**config.mk**
```make
export PLATFORM = sky130hd
export DESIGN_NAME = imh_ram
export DESIGN_NICKNAME = d
export VERILOG_FILES = /design/src/hdl/assert_macros.svh /design/src/hdl/imh_ram.sv
export SDC_FILE = /design/constraint.sdc
export NUM_CORES = 1
export LEC_CHECK = 0
export BUFFER_PORTS_ARGS = -buffer_cell sky130_fd_sc_hd__buf_2
export CAP_MARGIN = 20
export CORE_MARGIN = 2
export CORE_UTILIZATION = 65
export CTS_CLUSTER_DIAMETER = 80
export DETAILED_ROUTE_END_ITERATION = 6
export PLACE_DENSITY = 0.84
export SETUP_SLACK_MARGIN = 0.3
export SYNTH_ARGS = -nofsm -noshare
export SYNTH_HDL_FRONTEND = slang
export SYNTH_SLANG_ARGS = --single-unit
```
**constraint.sdc**
```tcl
create_clock -name clk -period 3.1 [get_ports clk]
set_input_delay 0.62 -clock clk [delete_from_list [all_inputs] [get_ports clk]]
set_output_delay 0.62 -clock clk [all_outputs]
set_load 0.1 [all_outputs]
```
**src/hdl/assert_macros.svh**
```systemverilog
// Assertion helpers for the heap block.
`ifndef ASSERT_MACROS_SVH
`define ASSERT_MACROS_SVH
// Implication checked on every clock edge outside reset.
`define IMH_ASSERT_IMP(label, clk, rst_n, ante, cons, msg) \
  label: assert property (@(posedge clk) disable iff (!rst_n) (ante) |-> (cons)) \
    else $error(msg);
// Next-cycle implication.
`define IMH_ASSERT_NXT(label, clk, rst_n, ante, cons, msg) \
  label: assert property (@(posedge clk) disable iff (!rst_n) (ante) |=> (cons)) \
    else $error(msg);
`endif

```
**src/hdl/imh_ram.sv**
```systemverilog
// ----------------------------------------------------------------------------
// imh_ram
// Single write port, single read port RAM with registered read.
// ----------------------------------------------------------------------------
module imh_ram #(
  parameter int WIDTH = 8,
  parameter int DEPTH = 16
) (
  input  logic                     clk,
  input  logic                     we,
  input  logic [$clog2(DEPTH)-1:0] waddr,
  input  logic [WIDTH-1:0]         wdata,
  input  logic [$clog2(DEPTH)-1:0] raddr,
  output logic [WIDTH-1:0]         rdata
);
  logic [WIDTH-1:0] mem [DEPTH];

  always_ff @(posedge clk) begin
    if (we) begin
      mem[waddr] <= wdata;
    end
    rdata <= mem[raddr];
  end
endmodule
```
==> impl_metrics.xml <==
<?xml version="1.0" encoding="UTF-8"?>
<metrics>
  <group name="run_status">
    <metric name="status" unit="">completed</metric>
  </group>
  <group name="pwr">
    <metric name="p_switching" unit="W">0.0009628</metric>
    <metric name="clkPwrFrac" unit="%">45.2</metric>
    <metric name="seq_power_share" unit="%">48.4</metric>
    <metric name="vdd_drop_max" unit="mV">0.4483</metric>
    <metric name="power_per_cell_area" unit="mW/mm^2">716.0</metric>
    <metric name="post-layout-total-power" unit="W">0.004269</metric>
    <metric name="internal_power" unit="W">0.003307</metric>
    <metric name="cellLeakagePower" unit="nW">2.026</metric>
    <metric name="power.combinational.fraction" unit="%">6.3</metric>
    <metric name="sw_frac_of_total" unit="%">22.55</metric>
  </group>
  <group name="clocking">
    <metric name="cts_setup_buffers" unit="">0</metric>
    <metric name="number_of_clock_buffers_inserted_by_tritoncts" unit="">17</metric>
    <metric name="cts_tree" unit="">yes</metric>
    <metric name="cts_max_level" unit="">4</metric>
    <metric name="cts.sink_count" unit="">136</metric>
    <metric name="post_cts_resize_count" unit="">0</metric>
    <metric name="clock_insertion_delay_worst_skew" unit="ns">0.53</metric>
    <metric name="ctsLongestPathBuffers" unit="">2</metric>
    <metric name="holdBufCountCts" unit="">0</metric>
    <metric name="cts.root.buffer_cell" unit="">sky130_fd_sc_hd__clkbuf_8</metric>
    <metric name="worst_setup_hold_path_clk_slew" unit="ns">0.06</metric>
  </group>
  <group name="route">
    <metric name="via_per_inst" unit="">6.482</metric>
    <metric name="met1_length" unit="mm">3.884</metric>
    <metric name="met2WireLength" unit="mm">4.889</metric>
    <metric name="drt_iter0_drc" unit="">321</metric>
    <metric name="maxUsedRoutingLayer" unit="">met4</metric>
    <metric name="detailroute.wirelength.met3" unit="um">700</metric>
    <metric name="drc" unit="">0</metric>
    <metric name="final_antenna_net_count" unit="">0</metric>
    <metric name="routed_wl" unit="mm">9.694</metric>
    <metric name="avgRoutedWirePerCell" unit="um">24.98</metric>
    <metric name="drt_pre_antenna_iters" unit="">5</metric>
    <metric name="via_count" unit="">2515</metric>
  </group>
  <group name="floorplanning">
    <metric name="effective_utilization_at_floorplan" unit="%">66.96</metric>
    <metric name="die_area" unit="mm^2">0.008647</metric>
    <metric name="io_pins" unit="">26</metric>
    <metric name="die_h" unit="um">92.99</metric>
    <metric name="fp.dieW" unit="um">92.99</metric>
    <metric name="core_area" unit="mm^2">0.007687</metric>
    <metric name="placementRows" unit="">32</metric>
  </group>
  <group name="setup_path">
    <metric name="crit_path_end" unit="">rdata[1]</metric>
    <metric name="critical_path.max_stage_delay" unit="ns">0.42</metric>
    <metric name="worst_path_required_time" unit="ns">2.48</metric>
    <metric name="critical-path-top-delay-family" unit="">buffers and inverters</metric>
    <metric name="critical_path.max_fanout" unit="">1</metric>
    <metric name="critical_path.endpoint_type" unit="">output pin</metric>
    <metric name="critPathBufInv" unit="">1</metric>
    <metric name="timing.setup.critical_path_class" unit="">flop to output pin</metric>
    <metric name="worstReg2RegStart" unit="">mem[1][0]</metric>
    <metric name="worst_r2r_endpoint" unit="">rdata[0]</metric>
    <metric name="critPathLaunch" unit="">rdata[1]</metric>
    <metric name="setup.reg_to_reg.worst_slack" unit="ns">1.66</metric>
    <metric name="slowest_stage" unit="">sky130_fd_sc_hd__buf_2</metric>
    <metric name="critical_path.cell_chain" unit="">buf_2</metric>
    <metric name="worst-path-stages" unit="">1</metric>
    <metric name="arrival" unit="ns">1.28</metric>
    <metric name="r2r_worst_path_depth" unit="">3</metric>
    <metric name="cp-start-kind" unit="">flop</metric>
  </group>
  <group name="yosys">
    <metric name="synth.lib_cells_used.distinct" unit="">19</metric>
    <metric name="syn_avg_cell_area" unit="um^2">22.48</metric>
    <metric name="synthesized_netlist_net_count" unit="">247</metric>
    <metric name="syn_area" unit="mm^2">0.005147</metric>
    <metric name="yosysTopAreaCellShare" unit="%">74.67</metric>
    <metric name="yosysWarningCount" unit="">0</metric>
    <metric name="synth_simple_gate_area_share" unit="%">3.184</metric>
    <metric name="synth-xor-area-share" unit="%">0</metric>
    <metric name="synth-seq-cells" unit="">136</metric>
    <metric name="synth.top_cells.by_area" unit="">sky130_fd_sc_hd__edfxtp_1 (75%), sky130_fd_sc_hd__mux4_2 (7.9%), sky130_fd_sc_hd__mux4_1 (7.1%), sky130_fd_sc_hd__dfxtp_1 (3.1%), sky130_fd_sc_hd__a22oi_1 (2.3%)</metric>
    <metric name="seq_area_frac_synth" unit="%">77.78</metric>
    <metric name="synth_top_family_by_area" unit="">multiplexers</metric>
    <metric name="adder_and_majority_cell_fraction_of_the_synthesized_area" unit="%">0</metric>
    <metric name="netlist.top_cell.by_area" unit="">sky130_fd_sc_hd__edfxtp_1</metric>
    <metric name="syn_inst" unit="">229</metric>
    <metric name="muxShareOfSynthArea" unit="%">15.02</metric>
    <metric name="compound_cell_area_share_of_the_yosys_netlist" unit="%">2.333</metric>
  </group>
  <group name="timing">
    <metric name="max_freq" unit="MHz">526.6</metric>
    <metric name="grt_setup_unrepaired" unit="">no</metric>
    <metric name="slew_viol_final" unit="">0</metric>
    <metric name="hold_ws" unit="ns">0.4650</metric>
    <metric name="timing.clock.skew" unit="ns">0.007255</metric>
    <metric name="final_min_period_over_clock_period" unit="%">61.26</metric>
    <metric name="final-hold-violation-count" unit="">0</metric>
    <metric name="layout_min_cycle_time" unit="ns">1.899</metric>
    <metric name="setup_viol_count_final" unit="">0</metric>
    <metric name="totalNegativeSetupSlack" unit="ns">0</metric>
    <metric name="relSlewSlack" unit="%">39.77</metric>
    <metric name="timing_worst_slew_pin_value" unit="ns">0.9001</metric>
  </group>
  <group name="finish">
    <metric name="design.final.nets" unit="">291</metric>
    <metric name="most-common-layout-cells" unit="">sky130_fd_sc_hd__edfxtp_1 (128), sky130_fd_sc_hd__buf_2 (25), sky130_fd_sc_hd__mux4_2 (18), sky130_fd_sc_hd__a22oi_1 (16), sky130_fd_sc_hd__clkbuf_16 (16)</metric>
    <metric name="mostFrequentLayoutCell" unit="">sky130_fd_sc_hd__edfxtp_1</metric>
    <metric name="diodes" unit="">0</metric>
    <metric name="area.growth.synth_to_final" unit="%">15.85</metric>
    <metric name="final_layout_size_suffix_gt1_share" unit="%">29.72</metric>
  </group>
  <group name="global_route">
    <metric name="grt_pass1_vias" unit="">2520</metric>
    <metric name="grt_antenna_before_repair" unit="">0</metric>
    <metric name="gr-usage-all-layers" unit="%">25.63</metric>
    <metric name="grt_max_degree" unit="">33</metric>
    <metric name="grt_overflow_total" unit="">0</metric>
    <metric name="first_pass_grt_wire_length" unit="mm">14.98</metric>
  </group>
  <group name="placed_design">
    <metric name="portBuffers" unit="">25</metric>
    <metric name="dp.final_hpwl" unit="mm">5.584</metric>
    <metric name="gpl.final_weighted_congestion" unit="">0.7265</metric>
  </group>
  <group name="run">
    <metric name="max_cap_violations" unit="">0</metric>
  </group>
  <group name="hold_path">
    <metric name="timing.hold.worst.class" unit="">input port to flop</metric>
  </group>
</metrics>
[worst min path at each step]
stage                     startpoint   endpoint  depth (start not counted)  slack [ns]
after global placement    mem[12][6]   rdata[6]                          3        0.65
after floorplan            mem[7][0]   rdata[0]                          3        0.63
final                       wdata[1]  mem[5][1]                          1        0.47
after global routing        wdata[4]  mem[4][4]                          1        0.47
after CTS                   wdata[1]  mem[5][1]                          1        0.46
after detailed placement  mem[15][6]   rdata[6]                          3        0.66
[through the flow]
stage | setup slack (ns) | util (%) | instances | cell area [um^2]
final | 1.201 | 77.57 | 388 | 5963
after global routing | 1.129 | 77.57 | 388 | 5963
after CTS | 1.178 | 77.57 | 388 | 5963
after detailed placement | 0.6539 | 70.10 | 356 | 5389
after global placement | 0.7238 | 70.10 | 356 | 5389
after floorplan | 0.9871 | - | 229 | 5147
[power by group through the flow]
stage	clock [W]	sequential, W	combinational (W)
final	0.00193	0.00207	0.000269
after global placement	0	0.00210	0.000261
after global routing	0.00203	0.00207	0.000285
after detailed placement	0	0.00211	0.000267
after floorplan	0	0.00219	0.000104
after CTS	0.00195	0.00207	0.000270
[area by class of cell]
cell class,instances,area [um^2]
flip-flops and latches,136,4004
clock buffers,19,431.7
multi-input cells,83,1057
well taps,102,127.6
clock inverters,13,142.6
repair buffers,35,200.2
fillers,397,1724
[state kept, by name (all words and copies together) (netlist names)]
register and cells:
mem 128, rdata 8
[synth_stat cells (all sizes together)]
library cell	number
mux4	32
nor2b	1
nand2	9
dfxtp	8
or3b	1
nand3b	2
buf	7
nor3	4
clkdlybuf4s25	3
edfxtp	128
nor2	13
and2	1
nand2b	2
nand3	1
and2b	1
a22oi	16
[cell families after synthesis]
logic type	after synthesis
AND/OR/NAND/NOR	35
flip-flops	136
AO/OA/AOI/OAI	16
buffers and inverters	10
multiplexers	32
[metal layers]
metal	global-route usage, %	vias up
li1	-	1059
met1	35.02	1288
met2	39.07	142
met3	7.172	26
met4	12.62	0
met5	0	-
No activity file was read; power rests on OpenSTA's default activity.
